===== config.mk =====
export PLATFORM = sky130hd
export DESIGN_NAME = deflate_code_length_decoder
export DESIGN_NICKNAME = d
export VERILOG_FILES = /design/src/rtl/cldec_pkg.sv /design/src/rtl/cldec_cfg_regs.sv /design/src/rtl/cldec_sym_match.sv /design/src/rtl/cldec_step.sv /design/src/rtl/deflate_code_length_decoder.sv
export SDC_FILE = /design/constraint.sdc
export NUM_CORES = 1
export LEC_CHECK = 0
export BUFFER_PORTS_ARGS = -buffer_cell sky130_fd_sc_hd__buf_2
export CAP_MARGIN = 15
export CORE_ASPECT_RATIO = 1.1
export CORE_MARGIN = 2
export CORE_UTILIZATION = 61
export DETAILED_ROUTE_END_ITERATION = 8
export MAX_ROUTING_LAYER = met4
export PLACE_DENSITY = 0.85
export SLEW_MARGIN = 40
export SYNTH_ARGS = -nofsm -noshare
export SYNTH_HDL_FRONTEND = slang
export SYNTH_HIERARCHICAL = 1
export SYNTH_SLANG_ARGS = --single-unit
export TNS_END_PERCENT = 5

===== constraint.sdc =====
create_clock -name i_clk -period 5.7 [get_ports i_clk]
set_input_delay 1.14 -clock i_clk [delete_from_list [all_inputs] [get_ports i_clk]]
set_output_delay 1.14 -clock i_clk [all_outputs]
set_load 0.01 [all_outputs]

===== src/rtl/cldec_pkg.sv =====
`timescale 1ns / 1ps
`default_nettype none
// ----------------------------------------------------------------------------
// cldec_pkg
// Shared constants and types of the DEFLATE code-length decoder.
// ----------------------------------------------------------------------------
package cldec_pkg;

    localparam int MAX_CODE_BITS = 7;
    localparam int TABLE_SYMBOLS = 19;
    localparam int MAX_TOTAL     = 320;

    localparam int CFG_INDEX_W = 3;
    localparam int CFG_DATA_W  = 63;
    localparam int S_TDATA_W   = 8;
    localparam int M_TDATA_W   = 24;

    typedef struct packed {
        logic [8:0]  total;
        logic [56:0] lengths;
        logic [62:0] codes_low;
        logic [62:0] codes_mid;
        logic [6:0]  codes_high;
    } t_cfg;

    typedef struct packed {
        logic       hit;
        logic [4:0] sym;
    } t_match;

    typedef struct packed {
        logic       valid;
        logic [8:0] start;
        logic [3:0] value;
        logic [7:0] count;
        logic       error;
        logic       last;
    } t_run;

endpackage : cldec_pkg
`default_nettype wire


===== src/rtl/cldec_cfg_regs.sv =====
`timescale 1ns / 1ps
`default_nettype none
// ----------------------------------------------------------------------------
// cldec_cfg_regs
// Configuration registers: total count and the code-length alphabet table.
// ----------------------------------------------------------------------------
module cldec_cfg_regs (
    input  wire logic                             i_clk,
    input  wire logic                             i_rst_n,
    input  wire logic                             i_cfg_valid,
    output logic                                  o_cfg_ready,
    input  wire logic [cldec_pkg::CFG_INDEX_W-1:0] i_cfg_index,
    input  wire logic [cldec_pkg::CFG_DATA_W-1:0]  i_cfg_data,
    output cldec_pkg::t_cfg                        o_cfg
);
    import cldec_pkg::*;

    localparam logic [CFG_INDEX_W-1:0] REG_TOTAL      = 3'd0;
    localparam logic [CFG_INDEX_W-1:0] REG_LENGTHS    = 3'd1;
    localparam logic [CFG_INDEX_W-1:0] REG_CODES_LOW  = 3'd2;
    localparam logic [CFG_INDEX_W-1:0] REG_CODES_MID  = 3'd3;
    localparam logic [CFG_INDEX_W-1:0] REG_CODES_HIGH = 3'd4;

    localparam logic [8:0] TOTAL_LIMIT = 9'(MAX_TOTAL);

    logic [8:0]  r_total;
    logic [56:0] r_lengths;
    logic [62:0] r_codes_low;
    logic [62:0] r_codes_mid;
    logic [6:0]  r_codes_high;

    assign o_cfg_ready = 1'b1;

    always_ff @(posedge i_clk) begin
        if (!i_rst_n) begin
            r_total      <= 9'd1;
            r_lengths    <= '0;
            r_codes_low  <= '0;
            r_codes_mid  <= '0;
            r_codes_high <= '0;
        end else if (i_cfg_valid) begin
            unique case (i_cfg_index)
                REG_TOTAL:      r_total      <= i_cfg_data[8:0];
                REG_LENGTHS:    r_lengths    <= i_cfg_data[56:0];
                REG_CODES_LOW:  r_codes_low  <= i_cfg_data[62:0];
                REG_CODES_MID:  r_codes_mid  <= i_cfg_data[62:0];
                REG_CODES_HIGH: r_codes_high <= i_cfg_data[6:0];
                default: ;
            endcase
        end
    end

    always_comb begin
        o_cfg.total      = (r_total > TOTAL_LIMIT) ? TOTAL_LIMIT : r_total;
        o_cfg.lengths    = r_lengths;
        o_cfg.codes_low  = r_codes_low;
        o_cfg.codes_mid  = r_codes_mid;
        o_cfg.codes_high = r_codes_high;
    end

endmodule : cldec_cfg_regs
`default_nettype wire


===== src/rtl/cldec_sym_match.sv =====
`timescale 1ns / 1ps
`default_nettype none
// ----------------------------------------------------------------------------
// cldec_sym_match
// Parallel compare of a partial code against all 19 table entries.
// ----------------------------------------------------------------------------
module cldec_sym_match (
    input  wire cldec_pkg::t_cfg i_cfg,
    input  wire logic [6:0]      i_code,
    input  wire logic [2:0]      i_bits,
    output cldec_pkg::t_match    o_match
);
    import cldec_pkg::*;

    logic [TABLE_SYMBOLS-1:0] w_hit;

    for (genvar k = 0; k < TABLE_SYMBOLS; k++) begin : g_sym
        logic [2:0] w_len;
        logic [6:0] w_code;
        assign w_len = i_cfg.lengths[3*k +: 3];
        if (k < 9) begin : g_low
            assign w_code = i_cfg.codes_low[7*k +: 7];
        end else if (k < 18) begin : g_mid
            assign w_code = i_cfg.codes_mid[7*(k-9) +: 7];
        end else begin : g_high
            assign w_code = i_cfg.codes_high;
        end
        assign w_hit[k] = (w_len == i_bits) && (w_code == i_code);
    end

    always_comb begin
        o_match.hit = |w_hit;
        o_match.sym = '0;
        for (int k = TABLE_SYMBOLS - 1; k >= 0; k--) begin
            if (w_hit[k]) begin
                o_match.sym = 5'(k);
            end
        end
    end

endmodule : cldec_sym_match
`default_nettype wire


===== src/rtl/cldec_step.sv =====
`timescale 1ns / 1ps
`default_nettype none
// ----------------------------------------------------------------------------
// cldec_step
// Decoder state and the per-bit step from one registered item to a result.
// ----------------------------------------------------------------------------
module cldec_step (
    input  wire logic            i_clk,
    input  wire logic            i_rst_n,
    input  wire logic            i_fire,
    input  wire logic            i_cmd,
    input  wire logic            i_bit,
    input  wire cldec_pkg::t_cfg i_cfg,
    output cldec_pkg::t_run      o_run
);
    import cldec_pkg::*;

    localparam logic [1:0] PH_IDLE  = 2'd0;
    localparam logic [1:0] PH_CODE  = 2'd1;
    localparam logic [1:0] PH_EXTRA = 2'd2;
    localparam logic [1:0] PH_ERROR = 2'd3;

    localparam logic [4:0] SYM_REPEAT = 5'd16;
    localparam logic [1:0] KIND_REPEAT     = 2'd0;
    localparam logic [1:0] KIND_ZERO_SHORT = 2'd1;
    localparam logic [2:0] CODE_BITS_LIMIT = 3'(MAX_CODE_BITS);

    logic [1:0] r_phase, n_phase;
    logic [6:0] r_code_accum, n_code_accum;
    logic [2:0] r_code_bits, n_code_bits;
    logic [1:0] r_run_kind, n_run_kind;
    logic [6:0] r_extra_accum, n_extra_accum;
    logic [2:0] r_extra_seen, n_extra_seen;
    logic [8:0] r_position, n_position;
    logic [3:0] r_previous_length, n_previous_length;

    logic [6:0] w_code_next;
    logic [2:0] w_bits_next;
    t_match     w_match;

    assign w_code_next = {r_code_accum[5:0], i_bit};
    assign w_bits_next = r_code_bits + 3'd1;

    cldec_sym_match u_match (
        .i_cfg   (i_cfg),
        .i_code  (w_code_next),
        .i_bits  (w_bits_next),
        .o_match (w_match)
    );

    logic [6:0] w_extra_next;
    logic [2:0] w_seen_next;
    logic [2:0] w_need;
    logic [7:0] w_repeat;
    logic [9:0] w_pos_end;
    logic [8:0] w_pos_inc;
    logic [3:0] w_value;

    always_comb begin
        w_extra_next = r_extra_accum | (7'(i_bit) << r_extra_seen);
        w_seen_next  = r_extra_seen + 3'd1;
        w_need       = (r_run_kind == KIND_REPEAT) ? 3'd2 :
                       (r_run_kind == KIND_ZERO_SHORT) ? 3'd3 : 3'd7;
        w_repeat     = {1'b0, w_extra_next} +
                       ((r_run_kind == KIND_REPEAT || r_run_kind == KIND_ZERO_SHORT) ?
                        8'd3 : 8'd11);
        w_pos_end    = {1'b0, r_position} + {2'b00, w_repeat};
        w_pos_inc    = r_position + 9'd1;
        w_value      = (r_run_kind == KIND_REPEAT) ? r_previous_length : 4'd0;
    end

    always_comb begin
        n_phase           = r_phase;
        n_code_accum      = r_code_accum;
        n_code_bits       = r_code_bits;
        n_run_kind        = r_run_kind;
        n_extra_accum     = r_extra_accum;
        n_extra_seen      = r_extra_seen;
        n_position        = r_position;
        n_previous_length = r_previous_length;
        o_run             = '0;
        o_run.start       = r_position;

        if (i_fire) begin
            if (!i_cmd) begin
                n_code_accum      = '0;
                n_code_bits       = '0;
                n_run_kind        = '0;
                n_extra_accum     = '0;
                n_extra_seen      = '0;
                n_position        = '0;
                n_previous_length = '0;
                n_phase           = (i_cfg.total == 9'd0) ? PH_IDLE : PH_CODE;
            end else begin
                unique case (r_phase)
                    PH_CODE: begin
                        if (!w_match.hit) begin
                            if (w_bits_next >= CODE_BITS_LIMIT) begin
                                n_phase     = PH_ERROR;
                                o_run.valid = 1'b1;
                                o_run.error = 1'b1;
                            end else begin
                                n_code_accum = w_code_next;
                                n_code_bits  = w_bits_next;
                            end
                        end else begin
                            n_code_accum = '0;
                            n_code_bits  = '0;
                            if (!w_match.sym[4]) begin
                                n_position        = w_pos_inc;
                                n_previous_length = w_match.sym[3:0];
                                o_run.valid       = 1'b1;
                                o_run.value       = w_match.sym[3:0];
                                o_run.count       = 8'd1;
                                o_run.last        = (w_pos_inc >= i_cfg.total);
                                if (w_pos_inc >= i_cfg.total) begin
                                    n_phase = PH_IDLE;
                                end
                            end else if (w_match.sym == SYM_REPEAT && r_position == 9'd0) begin
                                n_phase     = PH_ERROR;
                                o_run.valid = 1'b1;
                                o_run.error = 1'b1;
                            end else begin
                                n_run_kind    = 2'(w_match.sym - SYM_REPEAT);
                                n_extra_accum = '0;
                                n_extra_seen  = '0;
                                n_phase       = PH_EXTRA;
                            end
                        end
                    end
                    PH_EXTRA: begin
                        n_extra_accum = w_extra_next;
                        n_extra_seen  = w_seen_next;
                        if (w_seen_next >= w_need) begin
                            if (w_pos_end > {1'b0, i_cfg.total}) begin
                                n_phase     = PH_ERROR;
                                o_run.valid = 1'b1;
                                o_run.error = 1'b1;
                            end else begin
                                n_position        = w_pos_end[8:0];
                                n_previous_length = w_value;
                                n_extra_accum     = '0;
                                n_extra_seen      = '0;
                                n_run_kind        = '0;
                                o_run.valid       = 1'b1;
                                o_run.value       = w_value;
                                o_run.count       = w_repeat;
                                o_run.last        = (w_pos_end[8:0] >= i_cfg.total);
                                n_phase = (w_pos_end[8:0] >= i_cfg.total) ? PH_IDLE : PH_CODE;
                            end
                        end
                    end
                    PH_IDLE, PH_ERROR: ;
                    default: ;
                endcase
            end
        end
    end

    always_ff @(posedge i_clk) begin
        if (!i_rst_n) begin
            r_phase           <= PH_IDLE;
            r_code_accum      <= '0;
            r_code_bits       <= '0;
            r_run_kind        <= '0;
            r_extra_accum     <= '0;
            r_extra_seen      <= '0;
            r_position        <= '0;
            r_previous_length <= '0;
        end else begin
            r_phase           <= n_phase;
            r_code_accum      <= n_code_accum;
            r_code_bits       <= n_code_bits;
            r_run_kind        <= n_run_kind;
            r_extra_accum     <= n_extra_accum;
            r_extra_seen      <= n_extra_seen;
            r_position        <= n_position;
            r_previous_length <= n_previous_length;
        end
    end

endmodule : cldec_step
`default_nettype wire


===== src/rtl/deflate_code_length_decoder.sv =====
`timescale 1ns / 1ps
`default_nettype none
// Path: an input transaction is held in the input register; its result, if it makes one, is written
// to the result register when that register is free or its result is being taken.
// Throughput: one stream bit per cycle while the result side does not stall; the step logic between
// the input register and the result register takes one registered item in every cycle it is not stalled.
// Reset: synchronous, active low; clears the decoder to idle, the registers to their
// defaults (total count 1, table zero) and drops both valid flags.
// ----------------------------------------------------------------------------
// deflate_code_length_decoder
// Bit-serial decoder of the code-length stage of a dynamic Huffman header.
// ----------------------------------------------------------------------------
module deflate_code_length_decoder (
    input  wire logic                              i_clk,
    input  wire logic                              i_rst_n,
    // Input stream.
    input  wire logic                              i_s_tvalid,
    output logic                                   o_s_tready,
    input  wire logic [cldec_pkg::S_TDATA_W-1:0]   i_s_tdata,  // [0] stream_bit
    input  wire logic                              i_s_tuser,  // [0] cmd
    // Result stream.
    output logic                                   o_m_tvalid,
    input  wire logic                              i_m_tready,
    output logic [cldec_pkg::M_TDATA_W-1:0]        o_m_tdata,  // [8:0] run_start,
                                                               // [12:9] run_value,
                                                               // [20:13] run_count
    output logic                                   o_m_tuser,  // [0] error
    output logic                                   o_m_tlast,
    // Configuration writes.
    input  wire logic                              i_cfg_valid,
    output logic                                   o_cfg_ready,
    input  wire logic [cldec_pkg::CFG_INDEX_W-1:0] i_cfg_index,
    input  wire logic [cldec_pkg::CFG_DATA_W-1:0]  i_cfg_data
);
    import cldec_pkg::*;

    t_cfg w_cfg;
    t_run w_run;

    logic r_in_valid;
    logic r_in_cmd;
    logic r_in_bit;
    logic w_advance;

    logic       r_out_valid;
    logic [8:0] r_out_start;
    logic [3:0] r_out_value;
    logic [7:0] r_out_count;
    logic       r_out_error;
    logic       r_out_last;

    cldec_cfg_regs u_cfg (
        .i_clk       (i_clk),
        .i_rst_n     (i_rst_n),
        .i_cfg_valid (i_cfg_valid),
        .o_cfg_ready (o_cfg_ready),
        .i_cfg_index (i_cfg_index),
        .i_cfg_data  (i_cfg_data),
        .o_cfg       (w_cfg)
    );

    assign w_advance  = r_in_valid && (!r_out_valid || i_m_tready);
    assign o_s_tready = !r_in_valid || w_advance;

    always_ff @(posedge i_clk) begin
        if (!i_rst_n) begin
            r_in_valid <= 1'b0;
        end else if (o_s_tready) begin
            r_in_valid <= i_s_tvalid;
        end
    end

    always_ff @(posedge i_clk) begin
        if (o_s_tready && i_s_tvalid) begin
            r_in_cmd <= i_s_tuser;
            r_in_bit <= i_s_tdata[0];
        end
    end

    cldec_step u_step (
        .i_clk   (i_clk),
        .i_rst_n (i_rst_n),
        .i_fire  (w_advance),
        .i_cmd   (r_in_cmd),
        .i_bit   (r_in_bit),
        .i_cfg   (w_cfg),
        .o_run   (w_run)
    );

    always_ff @(posedge i_clk) begin
        if (!i_rst_n) begin
            r_out_valid <= 1'b0;
        end else if (w_advance) begin
            r_out_valid <= w_run.valid;
        end else if (i_m_tready) begin
            r_out_valid <= 1'b0;
        end
    end

    always_ff @(posedge i_clk) begin
        if (w_advance && w_run.valid) begin
            r_out_start <= w_run.start;
            r_out_value <= w_run.value;
            r_out_count <= w_run.count;
            r_out_error <= w_run.error;
            r_out_last  <= w_run.last;
        end
    end

    assign o_m_tvalid = r_out_valid;
    assign o_m_tdata  = {3'b000, r_out_count, r_out_value, r_out_start};
    assign o_m_tuser  = r_out_error;
    assign o_m_tlast  = r_out_last;

endmodule : deflate_code_length_decoder
`default_nettype wire


### Word-level counts from Yosys, hierarchy flattened

Cells that the tools add are included.

* register bits after elaboration: 262
* latch bits: 0
* bits in writable memories: 0
* ROM bits: 0
* logic and storage cells: 235
* memories kept: 0

* add/sub/neg operators: 6
* multipliers: 0
* div/mod/pow operators: 0
* $lt $le $gt $ge: 6
* equality and inequality tests: 57
* shifts and indexed selects: 1
* muxes and demuxes: 97
* bitwise logic cells: 1
* reduce and logical (&&, ||, !) cells: 45

Operators by type and width (number)
* equality test 7 bit: 19
* two-way mux 5 bit: 19
* equality test 3 bit: 19
* two-way mux 9 bit: 6
* two-way mux 7 bit: 6
* two-way mux 12 bit: 3
* two-way mux 3 bit: 12
* two-way mux 4 bit: 7
* case mux 14 bit (2 select lines): 1
* two-way mux 2 bit: 13
* two-way mux 6 bit: 4
* logical AND 1 bit: 23
* OR reduction 19 bit: 1
* >= comparator 9 bit: 2
* logical NOT 9 bit: 2
* two-way mux 1 bit: 18
* case mux 9 bit (2 select lines): 1
* two-way mux 14 bit: 1
* case mux 7 bit (2 select lines): 1
* inequality test 3 x 2 -> 1 bit (second input constant): 4
* AND reduction 2 bit: 6
* adder 9 x 8 -> 10 bit: 1
* greater-than comparator 10 x 9 -> 1 bit: 1
* AND reduction 5 bit: 2
* 32 further kinds: 41

### Longest topological paths before layout

Gate-level depths: netlist of the first run.

* word-level depth: 31
* mapped depth: 21
* gate-level depth less buffers: 20

### Hierarchy

Netlist of the first run, hierarchy kept.

By module, submodules not included
* cldec_cfg_regs: times used 1, cells an instance 730, area each 7402.1 µm², seq. area each 3983.8 µm²
* cldec_step: times used 1, cells an instance 446, area each 3455.8 µm², seq. area each 720.7 µm²
* cldec_sym_match: times used 1, cells an instance 302, area each 2518.7 µm², seq. area each 0.0 µm²
* deflate_code_length_decoder: times used 1, cells an instance 42, area each 889.6 µm², seq. area each 790.8 µm²

### Worst setup path after synthesis of the first run

OpenSTA, ideal clock, no wires.

* path kind: register to register
* start point: register r_in_bit
* end point: register r_out_last (netlist: o_m_tlast), data pin
* setup time: 0.153 ns
* arrival time: 4.317 ns
* path slack: 1.231 ns
* stages on the path, launching flop included: 21
* path buffers: 0
* clock period less this slack: 4.469 ns
* cell sequence: edfxtp_1 nor3b_1 a21o_1 inv_1 ha_1 inv_1 a31oi_1 xor2_1 ha_1 a21o_1 a31oi_2 a21oi_1 or3_1 and2_1 ha_1 a21oi_2 nor2b_1 and4b_4 o211ai_4 or3_1 o22ai_1

* cells in the longest elaborated chain, start to end: 24
* elaborated cells between the ends (all ways): 69
* classes of those cells: 2 x add/sub; 2 x order compare; 19 x eq/ne; 1 x shift; 24 x mux; 1 x bitwise; 20 x reduce/logical

Ends and longest elaborated chain
* start, declared: line deflate_code_length_decoder.sv:42 `logic r_in_bit;`
* start signal, assigned: line deflate_code_length_decoder.sv:76 `r_in_bit <= i_s_tdata[0];`
* equality test 7 bit: line cldec_sym_match.sv:28 `assign w_hit[k] = (w_len == i_bits) && (w_code == i_code);`
* logical AND 1 bit: line cldec_sym_match.sv:28
* two-way mux 5 bit (19 in series): line cldec_sym_match.sv:35 `if (w_hit[k]) begin`
* two-way mux 1 bit: line cldec_step.sv:109 `if (!w_match.sym[4]) begin`
* two-way mux 1 bit: line cldec_step.sv:97 `if (!w_match.hit) begin`
* case mux 14 bit (2 select lines) *: line cldec_step.sv:95 `unique case (r_phase)`
* end signal, assigned: line deflate_code_length_decoder.sv:106 `r_out_last <= w_run.last;`
* end, declared: line deflate_code_length_decoder.sv:50 `logic r_out_last;`

Every way passes the cells marked *; elsewhere a longest branch is shown, timed or not.
A chain may end at the register's enable or synchronous reset.

### Worst setup path in the final report of the first run

* start point: register u_step.r_extra_seen[0]
* end point: register r_out_value[2], data pin

* cells in the longest elaborated chain, start to end: 8
* elaborated cells between the ends (all ways): 10
* classes of those cells: 3 x add/sub; 2 x order compare; 1 x shift; 3 x mux; 1 x bitwise

Ends and longest elaborated chain
* start, declared: line cldec_step.sv:33 `logic [2:0] r_extra_seen, n_extra_seen;`
* start signal, assigned: line cldec_step.sv:176 `r_extra_seen <= n_extra_seen;`
* << shifter 1 x 3 -> 7 bit: line cldec_step.sv:60 `w_extra_next = r_extra_accum | (7'(i_bit) << r_extra_seen);`
* bitwise OR 7 bit: line cldec_step.sv:60
* adder 7 x 8 -> 8 bit: line cldec_step.sv:64 `w_repeat = {1'b0, w_extra_next} +`
* adder 9 x 8 -> 10 bit: line cldec_step.sv:67 `w_pos_end = {1'b0, r_position} + {2'b00, w_repeat};`
* greater-than comparator 10 x 9 -> 1 bit: line cldec_step.sv:135 `if (w_pos_end > {1'b0, i_cfg.total}) begin`
* two-way mux 12 bit: line cldec_step.sv:135
* two-way mux 14 bit *: line cldec_step.sv:134 `if (w_seen_next >= w_need) begin`
* case mux 14 bit (2 select lines) *: line cldec_step.sv:95
* end signal, assigned: line deflate_code_length_decoder.sv:103 `r_out_value <= w_run.value;`
* end, declared: line deflate_code_length_decoder.sv:47 `logic [3:0] r_out_value;`

Marked as above.

==> results of run 1 <==
## worst max-delay path: stages, from the launching register on
cell and delay, ps:
dfxtp_1 490, inv_1 160, a21o_1 210, inv_1 120, ha_1 200, inv_1 50, a31oi_1 250, xor2_1 310
ha_1 360, a21o_1 230, a31oi_2 210, a21oi_1 110, or3_1 340, and2_1 200, ha_1 330, nand2_1 80
a21boi_0 370, o21bai_4 130, o211ai_4 490, nor3_2 200, a32o_1 300
## per-layer routing
metal / GRT usage [%] / up-vias / wire length [um]
li1: - / 5316 / -
met1: 34.9 / 5396 / 14200
met2: 51.7 / 455 / 18100
met3: 3.45 / 105 / 2180
met4: 11.6 / 0 / 1500
met5: - / - / 0
## power groups by stage
stage | Clock (mW) | Combinational, mW | Sequential [mW]
global route | 1.82 | 0.538 | 1.93
finish | 1.73 | 0.504 | 1.92
detailed placement | 0 | 0.488 | 1.96
CTS | 1.74 | 0.492 | 1.92
global placement | 0 | 0.477 | 1.96
floorplan | 0 | 0.365 | 1.95
## through the flow
stage,instance area [um^2],power [mW],cells
global placement,14700,2.44,1844
floorplan,14300,2.32,1522
finish,15600,4.16,1891
global route,15600,4.29,1891
detailed placement,14700,2.45,1844
CTS,15600,4.15,1890
## synthesized netlist by cell type (20+ instances only)
cell	number
a21oi_1	36
buf_4	23
nor4_1	36
nand2_1	315
nand3_1	21
edfxtp_1	25
o21ai_0	20
nand4_1	34
xor2_1	141
dfxtp_1	237
buf_6	21
nor2_1	34
inv_1	37
xnor2_1	67
ha_1	38
mux2i_1	203
clkbuf_1	30
## kinds of logic after synthesis
kind of cell,share of synthesized area (%)
adder cells (fa/ha/maj),3.47
AND/OR/NAND/NOR,17.9
multiplexers,14.2
buffers and inverters,5.43
AO/OA/AOI/OAI,7.60
XOR/XNOR,12.8
flip-flops,38.5
other,0.0526
## cell type report
type,instances,share of cell area (%)
Tap cell,300,2.40
Sequential cell,262,35.2
Clock inverter,8,0.457
Multi-Input combinational cell,1129,51.5
Clock buffer,38,5.06
Timing Repair Buffer,117,4.47
Inverter,37,0.890
## worst max path at each step
stage | from | to | slack, ps | cells after the start
2_1_floorplan | r_in_bit$_DFFE_PP_ | o_m_tlast$_DFFE_PP_ | 1230 | 20
3_3_place_gp | r_in_bit$_DFFE_PP_ | r_out_value[3]$_DFFE_PP_ | 530 | 20
3_5_place_dp | r_in_bit$_DFFE_PP_ | r_out_value[3]$_DFFE_PP_ | 450 | 20
4_1_cts | u_step/r_extra_seen[0]$_SDFFE_PN0P_ | r_out_value[2]$_DFFE_PP_ | 390 | 20
5_1_grt | r_in_bit$_DFFE_PP_ | r_out_value[2]$_DFFE_PP_ | 50 | 20
6_report | u_step/r_extra_seen[0]$_SDFFE_PN0P_ | r_out_value[2]$_DFFE_PP_ | 310 | 20
## state kept, by name, indices dropped and copies added, names as in the netlist, 6 cells and up
| name | flops |
|---|---|
| u_cfg/r_codes_low | 63 |
| u_cfg/r_codes_mid | 63 |
| u_cfg/r_lengths | 57 |
| r_out_start | 9 |
| u_cfg/r_total | 9 |
| u_step/r_position | 9 |
| r_out_count | 8 |
| u_cfg/r_codes_high | 7 |
| u_step/r_extra_accum | 7 |
| u_step/r_code_accum | 6 |
==> impl_metrics.json, run 1 <==
{
  "io_buffers": 97,
  "status": "finished, final reports clean",
  "dieArea_um2": 24600,
  "yosysUniqueCellTypes": 94,
  "cts_buffer_depth": 3,
  "fill_cells": 1778,
  "period_needed_ps": 5390,
  "rows": 58,
  "drt_first_pass_iters": 6,
  "hold_path_end": "u_cfg/r_total[4]$_SDFFE_PN0P_",
  "coreArea_um2": 22900,
  "hpwl_um": 24200,
  "skew_ps": 16.2,
  "max-slew-margin-rel_pct": 42.7,
  "grt_antenna_before_repair": 0,
  "arrival_ps": 5670,
  "drive_above_1_share_pct": 12.5,
  "yosysTopAreaCell": "dfxtp_1",
  "p_sw_share_pct": 26.0,
  "multi_input_area_um2": 8040,
  "ys_seq_elements": 262,
  "cts_made_buffers": 27,
  "min_path_type": "reg -> reg",
  "finalWeightedCongestion": 0.942,
  "slew_viol_final": 0,
  "grt_setup_unrepaired": "false",
  "grt_max_degree": 163,
  "startpoint_type": "flip-flop",
  "pre_cts_ws_ps": 448,
  "antenna_left": 0,
  "async_flop_share_pct": 0,
  "peakVddDrop_v": 0.000243,
  "cts_sinks": 262,
  "grtUsageTotal_pct": 29.6,
  "synth_edf_count": 25,
  "ys_warn_count": 6,
  "drtIter0Drc": 857,
  "cts-resized-gates": 0,
  "utilization_pct": 68.1,
  "power_leakage_nw": 6.99,
  "drc": 0,
  "fmax_mhz": 185,
  "area_growth_pct": 9.44,
  "syn_inst": 1520,
  "end_kind": "flip-flop",
  "netlist_area_um2": 14300,
  "hold_start": "u_cfg/r_total[4]$_SDFFE_PN0P_",
  "setup_viol_count_final": 0,
  "final_nets": 1693,
  "synth.area.top_cells": "dfxtp_1 (33%), mux2i_1 (14%), xor2_1 (8.7%)",
  "reg2reg_from": "u_step/r_extra_seen[0]$_SDFFE_PN0P_",
  "post_drt_wl_per_cell_um": 19.1,
  "grt_pass1_vias": 11200,
  "antennaDiodeCount": 0,
  "htree_levels": 1,
  "post_cts.repair.setup_buffers": 0,
  "path_class": "reg -> reg",
  "p_switching_mw": 1.08,
  "vias": 11300,
  "vias_per_cell": 5.96,
  "hold_viol": 0,
  "holdWs_ps": 459,
  "cts_root_buffer": "clkbuf_16",
  "ff2ff_setup_slack_ps": 310,
  "clk_transition_reported_paths_ps": 60,
  "hold_buffers": 0,
  "initial_core_util_pct": 62.2,
  "cp.required_ps": 5980,
  "cts_tree": "built",
  "final_cell_mix": "nand2_1 (315), dfxtp_1 (237), mux2i_1 (203)",
  "hold_path_depth": 2,
  "die_y_um": 164,
  "r2r_end": "r_out_value[2]$_DFFE_PP_",
  "grt_pass1_wl_um": 57100,
  "wirelength_um": 36100,
  "clock_power_share_pct": 41.7,
  "power_density_nw_per_um2": 267,
  "reg2reg_depth": 20,
  "worst_pin_slew_ps": 859,
  "pwr-share-seq_pct": 46.2,
  "synth_top_area_share_pct": 33.3,
  "tns_ps": 0,
  "avgSynthCellArea_um2": 9.39,
  "grt_overflow": 0,
  "final.period_utilization_pct": 94.6,
  "clock_latency_ps": 540,
  "setup_ws_ps": 309,
  "seq_area_um2": 5500,
  "io_pins": 109,
  "die_x_um": 150,
  "dominantRegCellSynth": "dfxtp_1",
  "maxCapViolations": 0,
  "path_max_fanout": 18,
  "pwr-share-comb_pct": 12.1,
  "yosysSeqAreaShare_pct": 38.5,
  "p_int_mw": 3.08,
  "final_common_cell": "nand2_1"
}
No activity file was read; power rests on OpenSTA's default activity.
==> run 2, diff against run 1 <==
CORE_UTILIZATION = 55   (was 61)
PLACE_DENSITY = 0.81   (was 0.85)
clock period = 4.3 ns   (was 5.7 ns; I/O delays follow)
==> run 2 against run 1 <==
The flow now finishes with violations (negative setup slack); die area grew 11%; count of clock-buffer cells in the layout grew 4; final cell count grew 6.4%; critical path type unchanged.
==> impl_metrics.json, run 2 (synthesized netlist as in run 1, its figures left out) <==
{
  "status": "finished, violations left",
  "violations": "negative setup slack",
  "period_needed_ps": 4400,
  "cpPeakStageDelay_ps": 340,
  "tns_ps": -1050,
  "grt_antenna_before_repair": 0,
  "max-slew-margin-rel_pct": 43.5,
  "io_pins": 109,
  "vias": 11600,
  "hold_viol": 0,
  "arrival_ps": 4680,
  "drive_above_1_share_pct": 19.1,
  "io_buffers": 97,
  "cts_root_buffer": "clkbuf_16",
  "vias_per_cell": 5.77,
  "power_leakage_nw": 7.43,
  "rows": 61,
  "post_dp_cell_area_um2": 15400,
  "wl_met1_um": 15200,
  "highest_layer": "met4",
  "clk_transition_reported_paths_ps": 60,
  "coreArea_um2": 25400,
  "pre_cts_ws_ps": -288,
  "peakVddDrop_v": 0.000337,
  "slowest_stage": "dfxtp_2",
  "skew_ps": 15.9,
  "hpwl_um": 25500,
  "drt_first_pass_iters": 5,
  "grt_max_degree": 97,
  "cp.required_ps": 4580,
  "path_max_fanout": 8,
  "wl_met2_um": 19000,
  "final.period_utilization_pct": 102,
  "final_cell_mix": "nand2_1 (313), dfxtp_1 (234), mux2i_1 (203)",
  "startpoint_type": "flip-flop",
  "die_y_um": 173,
  "htree_levels": 1,
  "post_drt_wl_per_cell_um": 18.8,
  "finalWeightedCongestion": 0.939,
  "final_area_um2": 16700,
  "grt_pass1_vias": 11800,
  "final_nets": 1766,
  "grtUsageTotal_pct": 27.9,
  "antennaDiodeCount": 0,
  "grt_setup_unrepaired": "true",
  "stdcell_count": 2012,
  "final_common_cell": "nand2_1",
  "antenna_left": 0,
  "path_class": "reg -> reg",
  "hold_buffers": 0,
  "drtIter0Drc": 851,
  "area_growth_pct": 16.8,
  "critPathTopFamily": "compound AO/OA/AOI/OAI gates",
  "end_kind": "flip-flop",
  "cts_tree": "built",
  "clock_latency_ps": 540,
  "die_x_um": 158,
  "grt_pass1_wl_um": 59800,
  "fin_total_pwr_mw": 5.67,
  "drc": 0,
  "slew_viol_final": 0,
  "setup_viol_count_final": 30,
  "crit_path_cell_trace": "nand3b_1 > o21bai_2 > ha_4 > a31oi_4 > xor2_4 > ha_4 > a21o_1 > a21o_1 > nor2_2 > o21a_1 > xnor2_2 > ha_1 > and3_1 > and4_1 > o21bai_4 > o211ai_4 > nor3_4 > a32o_1",
  "wirelength_um": 37900,
  "grt_overflow": 0,
  "cts_made_buffers": 29,
  "power_density_nw_per_um2": 341,
  "dr_wl_met3_um": 2030,
  "reg.largest.list": "u_cfg/r_codes_low (63), u_cfg/r_codes_mid (63), u_cfg/r_lengths (57)",
  "dieArea_um2": 27200,
  "fmax_mhz": 227,
  "worst_pin_slew_ps": 848,
  "critPathBufInv": 0,
  "dp.cells": 1959,
  "initial_core_util_pct": 56.1,
  "maxCapViolations": 0,
  "min_path_type": "reg -> reg",
  "cts_sinks": 262,
  "setup_ws_ps": -102,
  "cts_buffer_depth": 3
}
## run 2: cell types whose count changed in the layout (fill, tap and decap cells not counted), sizes merged
cell,before,now
clkinvlp,1,0
clkbuf,39,43
clkinv,5,6
buf,116,187
inv,38,39
bufinv,1,0
## run 2: where the power goes
part | internal, mW | switching (mW)
clock network | 1.34 | 0.995
registers | 2.51 | 0.0380
logic | 0.318 | 0.471
## run 2: tightest hold or removal path, stage by stage (launching register included)
cell	delay (ps)
dfxtp_1	300
nand2_1	50
mux2i_1	50
## run 2: worst paths after layout
| kind | slack, ps | startpoint | endpoint | cells past startpoint |
|---|---|---|---|---|
| max | -100 | u_step/r_extra_seen[2]$_SDFFE_PN0P_ | r_out_value[2]$_DFFE_PP_ | 18 |
| min reg2reg | 450 | u_cfg/r_total[1]$_SDFFE_PN0P_ | u_cfg/r_total[1]$_SDFFE_PN0P_ | 2 |
| min | 450 | u_cfg/r_total[1]$_SDFFE_PN0P_ | u_cfg/r_total[1]$_SDFFE_PN0P_ | 2 |
| max reg2reg | -100 | u_step/r_extra_seen[2]$_SDFFE_PN0P_ | r_out_value[2]$_DFFE_PP_ | 18 |
## run 2: metal layers
layer | global-route usage [%] | up-vias
li1 | - | 5468
met1 | 33.5 | 5591
met2 | 47.0 | 427
met3 | 3.31 | 121
met4 | 12.0 | 0
met5 | - | -
## run 2: timing repair
| item | in CTS | in global routing |
|---|---|---|
| endpoints found under the setup margin | 41 | 64 |
| endpoints found under the hold margin | 0 | 0 |
| gates cloned | 0 | 0 |
| pin swaps | 22 | 41 |
| gates resized for setup | 26 | 38 |
| buffers inserted | 3 | 2 |
## run 2: final cells by class
cell class | instances | area (um^2)
Fill cell | 1998 | 8760
Sequential cell | 262 | 5500
Tap cell | 346 | 433
Multi-Input combinational cell | 1129 | 8390
Inverter | 37 | 139
Timing Repair Buffer | 188 | 1310
Clock buffer | 42 | 836
Clock inverter | 8 | 45.0
## run 2: per-stage QoR
step                util (%)  hold slack (ps)
floorplan                  -              406
global placement        60.6              438
detailed placement      60.6              443
CTS                     64.7              452
global route            65.5              478
finish                  65.5              454
